==> src/design/tgc_pkg.sv <==
// Shared types, constants and register codes for the touch gesture classifier.
package tgc_pkg;

    // Landscape screen size
    localparam int SCREEN_WIDTH  = 480;
    localparam int SCREEN_HEIGHT = 320;

    localparam int POS_W  = 9;
    localparam int RAW_W  = 12;
    localparam int TIME_W = 32;
    localparam int LONG_W = 16;

    localparam logic [POS_W-1:0] X_MAX = POS_W'(SCREEN_WIDTH - 1);
    localparam logic [POS_W-1:0] Y_MAX = POS_W'(SCREEN_HEIGHT - 1);

    // Configuration register indexes
    typedef enum logic [2:0] {
        REG_TOUCH_ENABLE    = 3'd0,
        REG_BUTTON_LEFT     = 3'd1,
        REG_BUTTON_TOP      = 3'd2,
        REG_BUTTON_WIDTH    = 3'd3,
        REG_BUTTON_HEIGHT   = 3'd4,
        REG_SWIPE_DIST      = 3'd5,
        REG_HOLD_MS         = 3'd6
    } reg_index_t;

    // Event codes
    typedef enum logic [2:0] {
        EV_TAP         = 3'd0,
        EV_LONG_HOLD   = 3'd1,
        EV_SWIPE_LEFT  = 3'd2,
        EV_SWIPE_RIGHT = 3'd3,
        EV_SWIPE_UP    = 3'd4,
        EV_SWIPE_DOWN  = 3'd5
    } event_code_t;

    // Register reset values
    localparam logic              RST_TOUCH_ENABLE    = 1'b1;
    localparam logic [POS_W-1:0]  RST_BUTTON_LEFT     = 9'd330;
    localparam logic [POS_W-1:0]  RST_BUTTON_TOP      = 9'd50;
    localparam logic [POS_W-1:0]  RST_BUTTON_WIDTH    = 9'd140;
    localparam logic [POS_W-1:0]  RST_BUTTON_HEIGHT   = 9'd100;
    localparam logic [POS_W-1:0]  RST_SWIPE_DIST      = 9'd50;
    localparam logic [LONG_W-1:0] RST_HOLD_MS         = 16'd500;

    typedef struct packed {
        logic              touch_enable;
        logic [POS_W-1:0]  button_left;
        logic [POS_W-1:0]  button_top;
        logic [POS_W-1:0]  button_width;
        logic [POS_W-1:0]  button_height;
        logic [POS_W-1:0]  swipe_dist;
        logic [LONG_W-1:0] hold_ms;
    } cfg_t;

    // Mapped poll held in the input stage
    typedef struct packed {
        logic              touch_down;
        logic [POS_W-1:0]  x;
        logic [POS_W-1:0]  y;
        logic [TIME_W-1:0] now_ms;
    } poll_t;

    typedef struct packed {
        event_code_t      event_res;
        logic [POS_W-1:0] pos_x;
        logic [POS_W-1:0] pos_y;
        logic             on_button;
    } result_t;

    // Handshake between input stage and classifier
    typedef struct packed {
        logic valid;
        logic advance;
    } stage_ctl_t;

endpackage

==> src/design/tgc_if.sv <==
// Request channel interfaces for polls, events and configuration writes.
interface tgc_poll_if;
    logic        valid;
    logic        ready;
    logic        touch_down;
    logic [11:0] raw_x;
    logic [11:0] raw_y;
    logic [31:0] now_ms;

    modport source (output valid, touch_down, raw_x, raw_y, now_ms, input ready);
    modport sink (input valid, touch_down, raw_x, raw_y, now_ms, output ready);
endinterface

interface tgc_event_if;
    logic       valid;
    logic       ready;
    logic [2:0] event_res;
    logic [8:0] pos_x;
    logic [8:0] pos_y;
    logic       on_button;

    modport source (output valid, event_res, pos_x, pos_y, on_button, input ready);
    modport sink (input valid, event_res, pos_x, pos_y, on_button, output ready);
endinterface

interface tgc_cfg_if;
    logic        valid;
    logic        ready;
    logic [2:0]  index;
    logic [15:0] data;

    modport source (output valid, index, data, input ready);
    modport sink (input valid, index, data, output ready);
endinterface

==> src/design/tgc_cfg_regs.sv <==
// Configuration register file written through the configuration channel.
module tgc_cfg_regs (
    input  logic          clk,
    input  logic          rst_n,
    tgc_cfg_if.sink       cfg,
    output tgc_pkg::cfg_t regs
);

    tgc_pkg::cfg_t regs_reg;
    tgc_pkg::cfg_t regs_next;

    assign cfg.ready = 1'b1;
    assign regs      = regs_reg;

    // Decode write index
    always_comb
    begin
        regs_next = regs_reg;
        if (cfg.valid)
        begin
            case (cfg.index)
                tgc_pkg::REG_TOUCH_ENABLE:    regs_next.touch_enable    = cfg.data[0];
                tgc_pkg::REG_BUTTON_LEFT:     regs_next.button_left     = cfg.data[8:0];
                tgc_pkg::REG_BUTTON_TOP:      regs_next.button_top      = cfg.data[8:0];
                tgc_pkg::REG_BUTTON_WIDTH:    regs_next.button_width    = cfg.data[8:0];
                tgc_pkg::REG_BUTTON_HEIGHT:   regs_next.button_height   = cfg.data[8:0];
                tgc_pkg::REG_SWIPE_DIST:      regs_next.swipe_dist      = cfg.data[8:0];
                tgc_pkg::REG_HOLD_MS:         regs_next.hold_ms         = cfg.data;
                default:                      regs_next = regs_reg;
            endcase
        end
    end

    always_ff @(posedge clk or negedge rst_n)
    begin
        if (!rst_n)
        begin
            regs_reg.touch_enable    <= tgc_pkg::RST_TOUCH_ENABLE;
            regs_reg.button_left     <= tgc_pkg::RST_BUTTON_LEFT;
            regs_reg.button_top      <= tgc_pkg::RST_BUTTON_TOP;
            regs_reg.button_width    <= tgc_pkg::RST_BUTTON_WIDTH;
            regs_reg.button_height   <= tgc_pkg::RST_BUTTON_HEIGHT;
            regs_reg.swipe_dist      <= tgc_pkg::RST_SWIPE_DIST;
            regs_reg.hold_ms         <= tgc_pkg::RST_HOLD_MS;
        end
        else
        begin
            regs_reg <= regs_next;
        end
    end

endmodule

==> src/design/tgc_poll_stage.sv <==
// Input register for polls and portrait-to-landscape coordinate mapping.
module tgc_poll_stage (
    input  logic                clk,
    input  logic                rst_n,
    tgc_poll_if.sink            poll,
    input  logic                advance,
    output logic                valid,
    output tgc_pkg::poll_t      mapped
);

    localparam logic [12:0] WIDTH13  = 13'(tgc_pkg::SCREEN_WIDTH);
    localparam logic [12:0] HEIGHT13 = 13'(tgc_pkg::SCREEN_HEIGHT);

    logic        valid_reg;
    logic        valid_next;
    logic        down_reg;
    logic [11:0] raw_x_reg;
    logic [11:0] raw_y_reg;
    logic [31:0] now_reg;
    logic        accept;
    logic [12:0] x_wide;
    logic [12:0] y_wide;

    // Take a new request when empty or when the held poll moves on
    assign poll.ready = !valid_reg || advance;
    assign accept     = poll.valid && poll.ready;

    always_comb
    begin
        valid_next = valid_reg;
        if (accept)
        begin
            valid_next = 1'b1;
        end
        else if (advance)
        begin
            valid_next = 1'b0;
        end
    end

    always_ff @(posedge clk or negedge rst_n)
    begin
        if (!rst_n)
        begin
            valid_reg <= 1'b0;
        end
        else
        begin
            valid_reg <= valid_next;
        end
    end

    // Hold payload of the accepted request
    always_ff @(posedge clk)
    begin
        if (accept)
        begin
            down_reg  <= poll.touch_down;
            raw_x_reg <= poll.raw_x;
            raw_y_reg <= poll.raw_y;
            now_reg   <= poll.now_ms;
        end
    end

    // x = raw_y*(W-1)/W clamped: zero at zero, W-1 at or beyond W, else raw_y-1
    always_comb
    begin
        if (raw_y_reg == 12'd0)
        begin
            x_wide = 13'd0;
        end
        else if ({1'b0, raw_y_reg} >= WIDTH13)
        begin
            x_wide = WIDTH13 - 13'd1;
        end
        else
        begin
            x_wide = {1'b0, raw_y_reg} - 13'd1;
        end
    end

    // y = (H-raw_x)*(H-1)/H: zero at or beyond H, else H-1-raw_x
    always_comb
    begin
        if ({1'b0, raw_x_reg} >= HEIGHT13)
        begin
            y_wide = 13'd0;
        end
        else
        begin
            y_wide = HEIGHT13 - 13'd1 - {1'b0, raw_x_reg};
        end
    end

    assign valid             = valid_reg;
    assign mapped.touch_down = down_reg;
    assign mapped.x          = x_wide[8:0];
    assign mapped.y          = y_wide[8:0];
    assign mapped.now_ms     = now_reg;

endmodule

==> src/design/tgc_classify.sv <==
// Touch tracking state, button hit test and release classification.
module tgc_classify (
    input  logic                 clk,
    input  logic                 rst_n,
    input  tgc_pkg::cfg_t        regs,
    input  tgc_pkg::poll_t       poll,
    input  logic                 poll_valid,
    input  logic                 out_free,
    output tgc_pkg::stage_ctl_t  ctl,
    output logic                 res_valid,
    output tgc_pkg::result_t     res
);

    logic        active_reg;
    logic        active_next;
    logic [8:0]  start_x_reg;
    logic [8:0]  start_y_reg;
    logic [31:0] start_time_reg;
    logic [8:0]  end_x_reg;
    logic [8:0]  end_y_reg;

    logic        advance;
    logic        emit;
    logic        in_button;
    logic [9:0]  right_edge;
    logic [9:0]  bottom_edge;
    logic [9:0]  dx;
    logic [9:0]  dy;
    logic [9:0]  adx_wide;
    logic [9:0]  ady_wide;
    logic [8:0]  adx;
    logic [8:0]  ady;
    logic        dx_pos;
    logic        dy_pos;
    logic        swipe;
    logic [31:0] duration;
    logic        held_long;
    logic        press_start;
    logic        release_now;
    tgc_pkg::event_code_t gesture;

    // Button hit test, edges inclusive
    assign right_edge  = {1'b0, regs.button_left} + {1'b0, regs.button_width};
    assign bottom_edge = {1'b0, regs.button_top} + {1'b0, regs.button_height};
    assign in_button   = (poll.x >= regs.button_left) && ({1'b0, poll.x} <= right_edge)
                      && (poll.y >= regs.button_top) && ({1'b0, poll.y} <= bottom_edge);

    // Deltas from start to last pressed point
    assign dx       = {1'b0, end_x_reg} - {1'b0, start_x_reg};
    assign dy       = {1'b0, end_y_reg} - {1'b0, start_y_reg};
    assign adx_wide = dx[9] ? (10'd0 - dx) : dx;
    assign ady_wide = dy[9] ? (10'd0 - dy) : dy;
    assign adx      = adx_wide[8:0];
    assign ady      = ady_wide[8:0];
    assign dx_pos   = !dx[9] && (dx != 10'd0);
    assign dy_pos   = !dy[9] && (dy != 10'd0);
    assign swipe    = (adx > regs.swipe_dist) || (ady > regs.swipe_dist);

    // Wrapping press duration
    assign duration  = poll.now_ms - start_time_reg;
    assign held_long = duration > {16'd0, regs.hold_ms};

    always_comb
    begin
        if (swipe)
        begin
            if (adx > ady)
            begin
                gesture = dx_pos ? tgc_pkg::EV_SWIPE_RIGHT : tgc_pkg::EV_SWIPE_LEFT;
            end
            else
            begin
                gesture = dy_pos ? tgc_pkg::EV_SWIPE_DOWN : tgc_pkg::EV_SWIPE_UP;
            end
        end
        else if (held_long)
        begin
            gesture = tgc_pkg::EV_LONG_HOLD;
        end
        else
        begin
            gesture = tgc_pkg::EV_TAP;
        end
    end

    assign press_start = regs.touch_enable && poll.touch_down && !active_reg;
    assign release_now = regs.touch_enable && !poll.touch_down && active_reg;

    // Pick the result for this poll
    always_comb
    begin
        emit          = 1'b0;
        res.event_res = tgc_pkg::EV_TAP;
        res.pos_x     = end_x_reg;
        res.pos_y     = end_y_reg;
        res.on_button = 1'b0;
        if (press_start && in_button)
        begin
            emit          = 1'b1;
            res.pos_x     = poll.x;
            res.pos_y     = poll.y;
            res.on_button = 1'b1;
        end
        else if (release_now)
        begin
            emit          = 1'b1;
            res.event_res = gesture;
        end
    end

    // Advance unless a result has nowhere to go
    assign advance     = poll_valid && (!emit || out_free);
    assign ctl.valid   = poll_valid;
    assign ctl.advance = advance;
    assign res_valid   = poll_valid && emit;

    always_comb
    begin
        active_next = active_reg;
        if (advance && press_start)
        begin
            active_next = 1'b1;
        end
        else if (advance && release_now)
        begin
            active_next = 1'b0;
        end
    end

    always_ff @(posedge clk or negedge rst_n)
    begin
        if (!rst_n)
        begin
            active_reg     <= 1'b0;
            start_x_reg    <= '0;
            start_y_reg    <= '0;
            start_time_reg <= '0;
            end_x_reg      <= '0;
            end_y_reg      <= '0;
        end
        else
        begin
            active_reg <= active_next;
            // Latch start point and time on first pressed poll
            if (advance && press_start)
            begin
                start_x_reg    <= poll.x;
                start_y_reg    <= poll.y;
                start_time_reg <= poll.now_ms;
            end
            // Track last pressed point
            if (advance && regs.touch_enable && poll.touch_down)
            begin
                end_x_reg <= poll.x;
                end_y_reg <= poll.y;
            end
        end
    end

endmodule

==> src/design/touch_gesture_classifier.sv <==
// Touch gesture classifier top level: config registers, poll stage, classifier, event register.
// One touch poll is taken per clock cycle unless the input register stalls. A poll moves
// from the input register through combinational coordinate mapping and classification
// into the event register, from which its event, if any, is offered. The input register
// stalls only when its poll produces an event while the event register still holds one
// not yet taken.
// Button taps are reported at the first pressed poll of a touch; tap, long press and swipe
// events at the first released poll, at the last pressed point. With touch_enable cleared,
// polls are consumed and dropped. Configuration writes are taken every cycle and belong
// in idle periods only.
module touch_gesture_classifier (
    input  logic         clk,
    input  logic         rst_n,
    tgc_cfg_if.sink      cfg,
    tgc_poll_if.sink     poll,
    tgc_event_if.source  evt
);

    tgc_pkg::cfg_t       regs;
    tgc_pkg::poll_t      mapped;
    tgc_pkg::stage_ctl_t ctl;
    tgc_pkg::result_t    res;
    tgc_pkg::result_t    evt_data_reg;
    logic                stage_valid;
    logic                res_valid;
    logic                out_free;
    logic                evt_valid_reg;
    logic                evt_valid_next;
    logic                load;

    tgc_cfg_regs u_cfg_regs (
        .clk  (clk),
        .rst_n(rst_n),
        .cfg  (cfg),
        .regs (regs)
    );

    tgc_poll_stage u_poll_stage (
        .clk    (clk),
        .rst_n  (rst_n),
        .poll   (poll),
        .advance(ctl.advance),
        .valid  (stage_valid),
        .mapped (mapped)
    );

    tgc_classify u_classify (
        .clk       (clk),
        .rst_n     (rst_n),
        .regs      (regs),
        .poll      (mapped),
        .poll_valid(stage_valid),
        .out_free  (out_free),
        .ctl       (ctl),
        .res_valid (res_valid),
        .res       (res)
    );

    // Event register
    assign out_free = !evt_valid_reg || evt.ready;
    assign load     = res_valid && ctl.advance;

    always_comb
    begin
        evt_valid_next = evt_valid_reg;
        if (load)
        begin
            evt_valid_next = 1'b1;
        end
        else if (evt.ready)
        begin
            evt_valid_next = 1'b0;
        end
    end

    always_ff @(posedge clk or negedge rst_n)
    begin
        if (!rst_n)
        begin
            evt_valid_reg <= 1'b0;
        end
        else
        begin
            evt_valid_reg <= evt_valid_next;
        end
    end

    always_ff @(posedge clk)
    begin
        if (load)
        begin
            evt_data_reg <= res;
        end
    end

    assign evt.valid     = evt_valid_reg;
    assign evt.event_res = evt_data_reg.event_res;
    assign evt.pos_x     = evt_data_reg.pos_x;
    assign evt.pos_y     = evt_data_reg.pos_y;
    assign evt.on_button = evt_data_reg.on_button;

    // Button hit is always reported as a tap
    a_button_is_tap: assert property (@(posedge clk) disable iff (!rst_n)
        evt.valid && evt.on_button |-> evt.event_res == tgc_pkg::EV_TAP)
        else $error("button event with non-tap code");

    // Reported point lies on the screen
    a_pos_on_screen: assert property (@(posedge clk) disable iff (!rst_n)
        evt.valid |-> (evt.pos_x <= tgc_pkg::X_MAX) && (evt.pos_y <= tgc_pkg::Y_MAX))
        else $error("event position off screen");

    // A stalled poll blocks new requests
    a_stall_blocks_input: assert property (@(posedge clk) disable iff (!rst_n)
        ctl.valid && !ctl.advance |-> !poll.ready)
        else $error("poll accepted while stage stalled");

    // Event register only loads when free
    a_load_when_free: assert property (@(posedge clk) disable iff (!rst_n)
        load |-> out_free)
        else $error("event register overwritten");

endmodule
==> src/flat_wrapper.sv <==
// flat-port wrapper written by rule: the top's interface ports become plain ports
module touch_gesture_classifier_flat 
  (clk, rst_n, cfg_valid, cfg_index, cfg_data, cfg_ready, poll_valid, poll_touch_down, poll_raw_x, poll_raw_y, poll_now_ms, poll_ready, evt_valid, evt_event_res, evt_pos_x, evt_pos_y, evt_on_button, evt_ready);
  tgc_cfg_if cfg_i ();
  tgc_poll_if poll_i ();
  tgc_event_if evt_i ();
  input  logic clk;
  input  logic rst_n;
  input wire logic [$bits(cfg_i.valid)-1:0] cfg_valid;
  input wire logic [$bits(cfg_i.index)-1:0] cfg_index;
  input wire logic [$bits(cfg_i.data)-1:0] cfg_data;
  output wire logic [$bits(cfg_i.ready)-1:0] cfg_ready;
  input wire logic [$bits(poll_i.valid)-1:0] poll_valid;
  input wire logic [$bits(poll_i.touch_down)-1:0] poll_touch_down;
  input wire logic [$bits(poll_i.raw_x)-1:0] poll_raw_x;
  input wire logic [$bits(poll_i.raw_y)-1:0] poll_raw_y;
  input wire logic [$bits(poll_i.now_ms)-1:0] poll_now_ms;
  output wire logic [$bits(poll_i.ready)-1:0] poll_ready;
  output wire logic [$bits(evt_i.valid)-1:0] evt_valid;
  output wire logic [$bits(evt_i.event_res)-1:0] evt_event_res;
  output wire logic [$bits(evt_i.pos_x)-1:0] evt_pos_x;
  output wire logic [$bits(evt_i.pos_y)-1:0] evt_pos_y;
  output wire logic [$bits(evt_i.on_button)-1:0] evt_on_button;
  input wire logic [$bits(evt_i.ready)-1:0] evt_ready;
  assign cfg_i.valid = cfg_valid;
  assign cfg_i.index = cfg_index;
  assign cfg_i.data = cfg_data;
  assign cfg_ready = cfg_i.ready;
  assign poll_i.valid = poll_valid;
  assign poll_i.touch_down = poll_touch_down;
  assign poll_i.raw_x = poll_raw_x;
  assign poll_i.raw_y = poll_raw_y;
  assign poll_i.now_ms = poll_now_ms;
  assign poll_ready = poll_i.ready;
  assign evt_valid = evt_i.valid;
  assign evt_event_res = evt_i.event_res;
  assign evt_pos_x = evt_i.pos_x;
  assign evt_pos_y = evt_i.pos_y;
  assign evt_on_button = evt_i.on_button;
  assign evt_i.ready = evt_ready;
  touch_gesture_classifier u_core (.clk(clk), .rst_n(rst_n), .cfg(cfg_i), .poll(poll_i), .evt(evt_i));
endmodule
==> config.mk <==
export PLATFORM = sky130hd
export DESIGN_NAME = touch_gesture_classifier_flat
export DESIGN_NICKNAME = d
export VERILOG_FILES = /design/src/design/tgc_pkg.sv /design/src/design/tgc_if.sv /design/src/design/tgc_cfg_regs.sv /design/src/design/tgc_poll_stage.sv /design/src/design/tgc_classify.sv /design/src/design/touch_gesture_classifier.sv /design/src/flat_wrapper.sv
export SDC_FILE = /design/constraint.sdc
export NUM_CORES = 1
export LEC_CHECK = 0
export BUFFER_PORTS_ARGS = -buffer_cell sky130_fd_sc_hd__buf_2
export CORE_ASPECT_RATIO = 1.2
export CORE_MARGIN = 2
export CORE_UTILIZATION = 48
export CTS_BUF_LIST = sky130_fd_sc_hd__clkbuf_2 sky130_fd_sc_hd__clkbuf_4 sky130_fd_sc_hd__clkbuf_8
export DETAILED_ROUTE_END_ITERATION = 8
export PLACE_DENSITY = 0.74
export SYNTH_ARGS = -nofsm -noshare
export SYNTH_HDL_FRONTEND = slang
export SYNTH_HIERARCHICAL = 1
export SYNTH_SLANG_ARGS = --single-unit
==> constraint.sdc <==
create_clock -name clk -period 8.7 [get_ports clk]
set_input_delay 2.175 -clock clk [delete_from_list [all_inputs] [get_ports clk]]
set_output_delay 2.175 -clock clk [all_outputs]
set_load 0.05 [all_outputs]
[Word-level counts from Yosys, hierarchy flattened]
Index checks and enable logic that the tools add are counted.
Storage, ports and cells
  bits in registers: 212
  latch bits: 0
  bits in writable memories: 0
  ROM bits: 0
  bits of input ports: 81
  output and inout bits: 25
  word-level logic and storage cells: 112
  memories: 0
Cells by class
  $add $sub $neg: 9
  multiply operators: 0
  div/mod/pow operators: 0
  order comparisons: 10
  equal/unequal tests: 6
  shift-type cells: 0
  multiplexer cells: 19
  bitwise operators: 1
  reduce and logical (&&, ||, !) cells: 44
Operators by type and width (number)
  9-bit two-way mux: 5
  32-bit by 16-bit greater-than comparator with 1-bit output: 1
  32-bit subtractor: 1
  9-bit greater-than comparator: 3
  12-bit by 9-bit greater-or-equal comparator with 1-bit output (second input constant): 2
  9-bit by 9-bit adder with 10-bit output: 2
  9-bit by 10-bit less-or-equal comparator with 1-bit output: 2
  10-bit nonzero test: 2
  9-bit by 9-bit subtractor with 10-bit output: 2
  19-bit two-way mux: 1
  9-bit greater-or-equal comparator: 2
  1-bit logical AND: 18
  1-bit by 9-bit subtractor with 9-bit output (first input constant): 2
  2-bit AND reduction: 7
  12-bit logical NOT: 1
  1-bit two-way mux: 11
  3-bit == test (second input constant): 3
  9-bit by 1-bit subtractor with 9-bit output (second input constant): 1
  9-bit subtractor (first input constant): 1
  1-bit logical NOT: 7
  3-bit by 2-bit == test with 1-bit output (second input constant): 2
  3-bit two-way mux: 2
  2-bit nonzero test: 3
  1-bit logical OR: 4
  other kinds (4): 4

[Longest topological paths before layout]
Gate-level depths: netlist (run 1).
  depth in word-level cells: 15
  depth in mapped cells: 24
  mapped depth without buffers: 23

[Cells and area by module]
Netlist (run 1), hierarchy kept.
Modules (own cells, without submodules)
  tgc_classify: times used 1, cells an instance 954, area each 8518.2 um^2
  tgc_cfg_regs: times used 1, cells an instance 138, area each 2439.8 um^2
  tgc_poll_stage: times used 1, cells an instance 127, area each 2163.3 um^2
  touch_gesture_classifier: times used 1, cells an instance 27, area each 713.2 um^2

[Worst setup path after synthesis (run 1)]
Ideal clock, no wire load.
  kind: flip-flop to output port
  start point: reg u_core.u_poll_stage.raw_y_reg[0]
  end point: out poll_ready
  arrival time: 4.536 ns
  required time: 6.525 ns
  path slack: 1.989 ns
  cell stages (with the launch flop): 21
  path buffers: 2
  path through: edfxtp_1 > inv_1 > ha_1 > or4b_4 > or4_4 > nor2_4 > o21ai_1 > ha_1 > a21o_1 > a21o_1 > a221o_1 > a21o_1 > a211o_1 > nand4_1 > o211ai_1 > or2_1 > buf_2 > a21oi_1 > nor2b_1 > buf_4 > nand2b_1
RTL lines
  start, declared: RTL line tgc_poll_stage.sv:18  | logic [11:0] raw_y_reg;
  start signal, assigned: RTL line tgc_poll_stage.sv:60  | raw_y_reg <= poll.raw_y;
  end, declared: RTL line flat_wrapper.sv:18  | output wire logic [$bits(poll_i.ready)-1:0] poll_ready;

==> flow_metrics.env, run 1 <==
export IMPL_status="finished, final reports clean"
export IMPL_netlist_area_sq_um=13800
export IMPL_fin_worst_skew_ps=18.6
export IMPL_first_pass_iters=5
export IMPL_nets=1601
export IMPL_cts_resized=0
export IMPL_period_needed_ps=7620
export IMPL_wirelength_mm=28.5
export IMPL_use_met2=0.350
export IMPL_rsz0062_at_grt="no"
export IMPL_place_congestion=0.894
export IMPL_setup_viol=0
export IMPL_avgRoutedWirePerCell_microns=16.0
export IMPL_powerDensity_nw_per_um2=370
export IMPL_insertion_delay_ps=530
export IMPL_arrival_ps=5440
export IMPL_slew_headroom=0.195
export IMPL_worst_setup_path_type="flip-flop to output port"
export IMPL_final_core_util=0.543
export IMPL_switching_share=0.409
export IMPL_cts_buffer_depth=3
export IMPL_avgSynthCellArea_sq_um=11.1
export IMPL_worst_ep_required_time_ps=6530
export IMPL_worst_slew_pin_transition_ps=1200
export IMPL_ioPinCount=106
export IMPL_tns_ps=0
export IMPL_p_clk_frac=0.180
export IMPL_rows=68
export IMPL_drc=0
export IMPL_ctsHoldBuffers=0
export IMPL_grt_max_degree=71
export IMPL_vias=9544
export IMPL_grt_busiest_layer="met2"
export IMPL_synthesis_nets=1483
export IMPL_cts_made_buffers=37
export IMPL_fmaxAchievable_ghz=0.131
export IMPL_finalHoldViolCount=0
export IMPL_fill_cells=2572
export IMPL_post_cts_buffers=0
export IMPL_syn_instance_count=1245
export IMPL_grt_pass1_vias=9940
export IMPL_clk_pin_slew_ps=60
export IMPL_crit_path_end_kind="output port"
export IMPL_htreeDepth=2
export IMPL_die_h_microns=190
export IMPL_p_seq_frac=0.240
export IMPL_p_int_mw=3.39
export IMPL_grtUsageMet1=0.241
export IMPL_instances_no_fill=1780
export IMPL_largest_register_ffs=62
export IMPL_ant_nets=0
export IMPL_area_delta_synth_final_pct=12.3
export IMPL_io_buffers=104
export IMPL_vias_per_cell=5.36
export IMPL_period_share=0.875
export IMPL_p_sw_mw=2.35
export IMPL_hold_path_class="flip-flop to flip-flop"
export IMPL_antenna_found_initial=3
export IMPL_drv_cap=0
export IMPL_grt_pass1_wl_mm=48.4
export IMPL_grt_ovfl_total=0
export IMPL_drive_gt1_frac=0.262
export IMPL_cts_root_buf="clkbuf_8"
export IMPL_start_util=0.484
export IMPL_die_area_sq_um=30200
export IMPL_post_dp_cell_area_sq_um=14700
export IMPL_path_max_fanout=23
export IMPL_fp_dieW_microns=159
export IMPL_use_met3=0.0362
export IMPL_clock_sinks=212
export IMPL_hpwl_mm=21.4
export IMPL_track_usage=0.196
export IMPL_leakage_nw=7.07
export IMPL_fin_area_sq_um=15500
export IMPL_coreArea_sq_um=28600
export IMPL_drtIter0Drc=420
export IMPL_yosysWarnings=6
export IMPL_drv_slew=0
export IMPL_dp_cells=1709
export IMPL_max_vdd_ir_drop_uv=297
export IMPL_pwr_share_comb=0.581
export IMPL_startpoint_type="flip-flop"
export IMPL_tritoncts="done"
==> path summary, 6_finish.rpt <==
check	start	end	slack [ps]	cells after the start
worst min-delay path	u_core/u_poll_stage/now_reg[27]	u_core/u_classify/start_time_reg[27]	500	1
min in group asynchronous	rst_n	u_core/u_classify/end_x_reg[5]	1730	1
worst min register to register	u_core/u_poll_stage/now_reg[27]	u_core/u_classify/start_time_reg[27]	500	1
worst max-delay path	u_core/u_poll_stage/raw_y_reg[0]	poll_ready	1080	20
max in group asynchronous	rst_n	u_core/u_cfg_regs/regs[40]	5550	2
worst max register to register	u_core/u_poll_stage/raw_y_reg[0]	u_core/u_poll_stage/now_reg[29]	2900	21
==> per-stage QoR <==
step	hold slack, ps	power, mW	setup WS, ps
finish	504	5.74	1080
global route	527	6.33	786
CTS	510	5.76	1070
detailed placement	493	4.68	1660
global placement	490	4.56	1800
floorplan	471	3.98	1990
==> area by class of cell <==
type	count	area, sq um	share of cell area
clock inverters	11	130	0.00838
flip-flops and latches	212	5730	0.369
inverters	131	492	0.0317
diodes	3	7.51	0.000484
repair buffers	109	561	0.0361
well taps	385	482	0.0310
multi-input cells	872	7400	0.477
clock buffers	57	722	0.0465
==> cells in the final DEF, fill, tap and decap left out, types with 7 or more instances in the layout <==
master / n
a21o_1: 31
a21oi_1: 73
and3_1: 7
buf_2: 103
clkbuf_4: 10
clkbuf_8: 47
dfrtp_1: 110
dfstp_2: 23
edfxtp_1: 79
ha_1: 152
inv_1: 131
mux2_2: 95
mux2_4: 50
nand2_1: 58
nand2b_1: 15
nand3_1: 19
nand4_1: 15
nor2_1: 54
nor2b_1: 20
nor3_1: 16
nor4_1: 7
o211ai_1: 9
o21a_1: 9
o21ai_0: 52
o21bai_1: 12
or3_1: 9
xnor2_1: 41
xor2_1: 26
==> power groups by stage <==
stage                     clock (mW)  sequential, mW  combinational (mW)
final                           1.03            1.37                3.33
after global routing            1.12            1.40                3.82
after CTS                       1.07            1.38                3.32
after detailed placement           0            1.39                3.29
after global placement             0            1.38                3.18
after floorplan                    0            1.37                2.62
==> per-layer routing <==
metal	share of wire	wire length, microns
met5	0.00025	7
met4	0.022	620
met3	0.046	1300
met2	0.49	14100
met1	0.44	12500
==> critical path: stages, from the launching register on <==
cell	delay (ps)
edfxtp_1	400
inv_1	100
ha_1	190
or4b_4	500
or4_4	480
nor2_4	140
o21ai_0	260
ha_1	340
a21o_1	150
a21o_1	170
a221o_1	350
a21o_1	180
a211o_1	290
nand4_1	120
o211ai_1	160
or2_1	250
buf_4	240
a21oi_1	160
nor2b_1	70
nand2b_1	160
buf_2	220
Note: power is estimated with default switching activity, not from simulation.
==> run 2: changes to the inputs <==
--- a/config.mk
+++ b/config.mk
@@ -7,8 +7,9 @@
 export LEC_CHECK = 0
 export BUFFER_PORTS_ARGS = -buffer_cell sky130_fd_sc_hd__buf_2
+export CAP_MARGIN = 20
 export CORE_ASPECT_RATIO = 1.2
 export CORE_MARGIN = 2
 export CORE_UTILIZATION = 48
-export CTS_BUF_LIST = sky130_fd_sc_hd__clkbuf_2 sky130_fd_sc_hd__clkbuf_4 sky130_fd_sc_hd__clkbuf_8
+export CTS_BUF_LIST = sky130_fd_sc_hd__clkbuf_8
 export DETAILED_ROUTE_END_ITERATION = 8
 export PLACE_DENSITY = 0.74
==> constraint.sdc (replaced) <==
create_clock -name clk -period 8.7 [get_ports clk]
set_input_delay 0.87 -clock clk [delete_from_list [all_inputs] [get_ports clk]]
set_output_delay 0.87 -clock clk [all_outputs]
set_load 0.05 [all_outputs]
==> flow_metrics.env, run 2 (synthesis results as in run 1) <==
export IMPL_status="finished, final reports clean"
export IMPL_timing_rr_start="u_core/u_poll_stage/raw_y_reg[0]"
export IMPL_crit_chain="inv_1 -> ha_1 -> or4b_4 -> or4_4 -> nor2_4 -> o21ai_1 -> ha_1 -> a21o_1 -> a21o_1 -> a221o_1 -> a21o_1 -> a211o_1 -> nand4_1 -> o211ai_1 -> or2_1 -> buf_4 -> a21oi_1 -> nor2b_1 -> nand2b_1 -> buf_2"
export IMPL_reg2reg_slack_ps=2760
export IMPL_ioPinCount=106
export IMPL_grt_ovfl_total=0
export IMPL_track_usage=0.194
export IMPL_grt_pass1_wl_mm=47.5
export IMPL_switching_share=0.421
export IMPL_die_area_sq_um=30200
export IMPL_cpMaxStageDelayCell="or4b_4"
export IMPL_insertion_delay_ps=530
export IMPL_die_h_microns=190
export IMPL_rsz0062_at_grt="no"
export IMPL_largest_register_ffs=62
export IMPL_drive_gt1_frac=0.251
export IMPL_clk_pin_slew_ps=60
export IMPL_pwr_share_comb=0.601
export IMPL_cp_top_family="simple AND/OR/NAND/NOR gates"
export IMPL_drc=0
export IMPL_cts_made_buffers=37
export IMPL_period_share=0.727
export IMPL_area_delta_synth_final_pct=11.1
export IMPL_grt_pass1_vias=9770
export IMPL_hpwl_mm=22.0
export IMPL_crit_path_end_kind="output port"
export IMPL_cts_resized=0
export IMPL_worst_setup_path_type="flip-flop to output port"
export IMPL_grt_max_degree=56
export IMPL_max_vdd_ir_drop_uv=270
export IMPL_p_clk_frac=0.152
export IMPL_tns_ps=0
export IMPL_avgRoutedWirePerCell_microns=16.3
export IMPL_arrival_ps=5450
export IMPL_place_congestion=0.899
export IMPL_ant_nets=0
export IMPL_nets=1602
export IMPL_cp_startpoint="u_core/u_poll_stage/raw_y_reg[0]"
export IMPL_drv_cap=0
export IMPL_fp_dieW_microns=159
export IMPL_p_int_mw=3.22
export IMPL_antenna_found_initial=6
export IMPL_pre_cts_slack_ps=2810
export IMPL_r2r_cells=22
export IMPL_coreArea_sq_um=28600
export IMPL_crit_buf_inv=3
export IMPL_vias=9613
export IMPL_startpoint_type="flip-flop"
export IMPL_path_max_fanout=23
export IMPL_worst_ep_required_time_ps=7830
export IMPL_fmaxAchievable_ghz=0.158
export IMPL_critPathMaxStageDelay_ps=500
export IMPL_powerDensity_nw_per_um2=362
export IMPL_cts_root_buf="clkbuf_8"
export IMPL_wirelength_mm=29.0
export IMPL_setup_ws_ps=2380
export IMPL_slew_headroom=0.265
export IMPL_rr_endpoint="u_core/u_poll_stage/now_reg[6]"
export IMPL_drv_slew=0
export IMPL_p_sw_mw=2.35
export IMPL_fill_cells=2552
export IMPL_final_common_cell="ha_1"
export IMPL_setup_viol=0
export IMPL_worst_slew_pin_transition_ps=1100
export IMPL_clock_sinks=212
export IMPL_vias_per_cell=5.40
export IMPL_path_common_cell="a21o_1"
export IMPL_first_pass_iters=5
export IMPL_period_needed_ps=6320
export IMPL_post_cts_buffers=0
export IMPL_rows=68
export IMPL_leakage_nw=7.04
export IMPL_cts_buffer_depth=3
export IMPL_tritoncts="done"
export IMPL_hold_path_class="primary input to async pin"
export IMPL_finalHoldViolCount=0
export IMPL_fin_worst_skew_ps=12.2
export IMPL_p_seq_frac=0.247
export IMPL_start_util=0.484
export IMPL_ctsHoldBuffers=0
export IMPL_io_buffers=104
export IMPL_htreeDepth=2
export IMPL_drtIter0Drc=340
export IMPL_final_cell_mix="152 x ha_1, 147 x inv_1, 110 x dfrtp_1, 103 x buf_2, 95 x mux2_2"
-- run 2: cell types whose count changed in the layout (fill, tap and decap cells not counted), sizes merged --
cell / delta
inv: +16
clkbuf: -14
bufinv: -3
buf: +1
-- run 2: power by group through the flow --
stage               sequential [mW]  clock, mW  combinational, mW
floorplan                      1.37          0               2.62
global placement               1.38          0               3.19
detailed placement             1.39          0               3.31
CTS                            1.38      0.883               3.34
global route                   1.40      0.925               3.81
finish                         1.38      0.846               3.35
-- run 2: layout make-up --
type,count,area [sq um],share of cell area
diodes,3,7.51,0.000488
repair buffers,110,568,0.0370
clock buffers,43,592,0.0385
clock inverters,24,100,0.00651
flip-flops and latches,212,5730,0.373
multi-input cells,872,7400,0.481
well taps,385,482,0.0313
inverters,131,492,0.0320
-- run 2: routing by layer --
metal / GRT usage / part of all wire / wire (microns) / up-vias
li1: - / - / - / 4729
met3: 0.0355 / 0.049 / 1410 / 62
met1: 0.235 / 0.43 / 12500 / 4618
met2: 0.345 / 0.49 / 14100 / 202
met5: 0 / 0.00024 / 7 / -
met4: 0.0734 / 0.030 / 882 / 2
-- run 2: how the worst max path moves through the flow --
stage / end / slack [ps] / depth (start not counted)
2_1_floorplan: u_core/u_poll_stage/down_reg / 2730 / 22
3_3_place_gp: u_core/u_poll_stage/now_reg[3] / 2990 / 22
3_5_place_dp: u_core/u_poll_stage/now_reg[10] / 2810 / 22
4_1_cts: poll_ready / 2400 / 20
5_1_grt: poll_ready / 2110 / 20
6_report: poll_ready / 2380 / 20
-- run 2: through the flow --
stage / hold WS, ps / total power [mW] / cells / area (sq um) / utilization
final: 285 / 5.57 / 1780 / 15400 / 0.538
after global routing: 309 / 6.14 / 1779 / 15400 / 0.538
after floorplan: 471 / 3.98 / 1245 / 13800 / -
after detailed placement: 493 / 4.70 / 1710 / 14700 / 0.513
after global placement: 487 / 4.57 / 1710 / 14700 / 0.513
after CTS: 277 / 5.60 / 1777 / 15400 / 0.537
==> run 3: changes to the inputs <==
Clock period 8.7 ns to 6.4 ns, I/O delays scaled along.
==> flow_metrics.env, run 3 (synthesis results as in run 1) <==
export IMPL_status="finished, final reports clean"
export IMPL_tns_ps=0
export IMPL_cts_made_buffers=36
export IMPL_insertion_delay_ps=560
export IMPL_rows=68
export IMPL_ioPinCount=106
export IMPL_cts_root_buf="clkbuf_8"
export IMPL_cts_buffer_depth=3
export IMPL_max_vdd_ir_drop_uv=402
export IMPL_vias_per_cell=5.44
export IMPL_setup_ws_ps=303
export IMPL_arrival_ps=5460
export IMPL_final_cell_mix="152 x ha_1, 138 x inv_1, 110 x dfrtp_1, 103 x buf_2, 95 x mux2_2"
export IMPL_coreArea_sq_um=28600
export IMPL_clk_pin_slew_ps=60
export IMPL_dp_cells=1711
export IMPL_reg2reg_slack_ps=790
export IMPL_start_util=0.484
export IMPL_drv_cap=0
export IMPL_cts_resized=0
export IMPL_worst_setup_path_type="flip-flop to output port"
export IMPL_post_cts_buffers=0
export IMPL_finalHoldViolCount=0
export IMPL_r2r_cells=21
export IMPL_antenna_found_initial=4
export IMPL_leakage_nw=7.03
export IMPL_area_delta_synth_final_pct=11.4
export IMPL_largest_register_ffs=62
export IMPL_final_common_cell="ha_1"
export IMPL_place_congestion=0.900
export IMPL_wirelength_mm=29.1
export IMPL_fin_worst_skew_ps=26.3
export IMPL_nets=1602
export IMPL_period_needed_ps=6100
export IMPL_htreeDepth=2
export IMPL_startpoint_type="flip-flop"
export IMPL_use_met2=0.351
export IMPL_grt_max_degree=68
export IMPL_ctsHoldBuffers=0
export IMPL_use_met3=0.0368
export IMPL_drc=0
export IMPL_drtIter0Drc=473
export IMPL_grt_pass1_vias=9896
export IMPL_cp_startpoint="u_core/u_poll_stage/raw_y_reg[0]"
export IMPL_fill_cells=2555
export IMPL_grt_busiest_layer="met2"
export IMPL_clock_sinks=212
export IMPL_timing_rr_start="u_core/u_poll_stage/raw_y_reg[0]"
export IMPL_path_max_fanout=23
export IMPL_grtUsageMet1=0.235
export IMPL_grt_ovfl_total=0
export IMPL_rsz0062_at_grt="no"
export IMPL_crit_end="poll_ready"
export IMPL_power_mw=7.69
export IMPL_die_h_microns=190
export IMPL_rr_endpoint="u_core/u_poll_stage/now_reg[16]"
export IMPL_worst_ep_required_time_ps=5760
export IMPL_worst_slew_pin_transition_ps=1010
export IMPL_period_share=0.953
export IMPL_fmaxAchievable_ghz=0.164
export IMPL_drv_slew=0
export IMPL_tritoncts="done"
export IMPL_fp_dieW_microns=159
export IMPL_track_usage=0.196
export IMPL_setup_viol=0
export IMPL_hold_path_class="primary input to async pin"
export IMPL_ant_nets=0
export IMPL_first_pass_iters=7
export IMPL_instances_no_fill=1779
export IMPL_powerDensity_nw_per_um2=499
export IMPL_hpwl_mm=21.6
export IMPL_slew_headroom=0.326
export IMPL_pre_cts_slack_ps=823
export IMPL_vias=9676
export IMPL_grt_pass1_wl_mm=48.1
export IMPL_io_buffers=104
export IMPL_crit_path_end_kind="output port"
export IMPL_avgRoutedWirePerCell_microns=16.4
export IMPL_die_area_sq_um=30200
export IMPL_drive_gt1_frac=0.256
[run 3: cell types whose count changed in the layout (fill, tap and decap cells not counted), sizes merged]
cell,change
buf,+1
bufinv,+2
clkbuf,-3
clkinv,+7
clkinvlp,+1
inv,-9
[run 3: power breakdown]
part	internal, mW	switching, mW	total (mW)
sequential	1.71	0.164	1.87
combinational	2.06	2.53	4.59
clock	0.660	0.569	1.23
[run 3: per-stage QoR]
stage,area (sq um),hold slack (ps),utilization
6_report,15400,200,0.539
5_1_grt,15400,221,0.539
4_1_cts,15400,201,0.539
3_5_place_dp,14700,493,0.513
3_3_place_gp,14700,488,0.513
2_1_floorplan,13800,344,-
[run 3: how the worst min path moves through the flow]
stage                                         from                                  end  slack (ps)  cells past startpoint
5_1_grt                             poll_now_ms[8]       u_core/u_poll_stage/now_reg[8]         220                      1
3_3_place_gp        u_core/u_classify/end_x_reg[0]       u_core/u_classify/end_x_reg[0]         490                      2
2_1_floorplan                                rst_n                     u_core/evt.valid         340                      0
4_1_cts                                      rst_n           u_core/u_cfg_regs/regs[34]         200                      1
3_5_place_dp   u_core/u_classify/start_time_reg[9]  u_core/u_classify/start_time_reg[9]         490                      1
6_report                                     rst_n     u_core/u_classify/start_x_reg[2]         200                      1
[run 3: layer usage]
metal  wire [microns]  up-vias
met3             1350       61
met5                7        -
met2            14300      220
li1                 -     4728
met4              870        2
met1            12600     4665
[run 3: critical path, stage by stage, from the launching register on]
cell      delay, ps
edfxtp_1        420
inv_1           100
ha_1            190
or4b_4          500
or4_4           480
nor2_4          130
o21ai_1         160
ha_1            340
a21o_1          180
a21o_1          180
a221o_1         350
a21o_1          180
a211o_1         280
nand4_1         120
o211ai_1        160
or2_1           240
buf_4           240
a21oi_1         170
nor2b_1          70
nand2b_1        180
buf_2           240
[run 3: area by class of cell]
class	instances	area, sq um	share of cell area
well taps	385	482	0.0313
multi-input cells	872	7400	0.480
clock inverters	25	168	0.0109
inverters	131	492	0.0319
clock buffers	40	551	0.0357
repair buffers	111	576	0.0374
flip-flops and latches	212	5730	0.372
diodes	3	7.51	0.000487
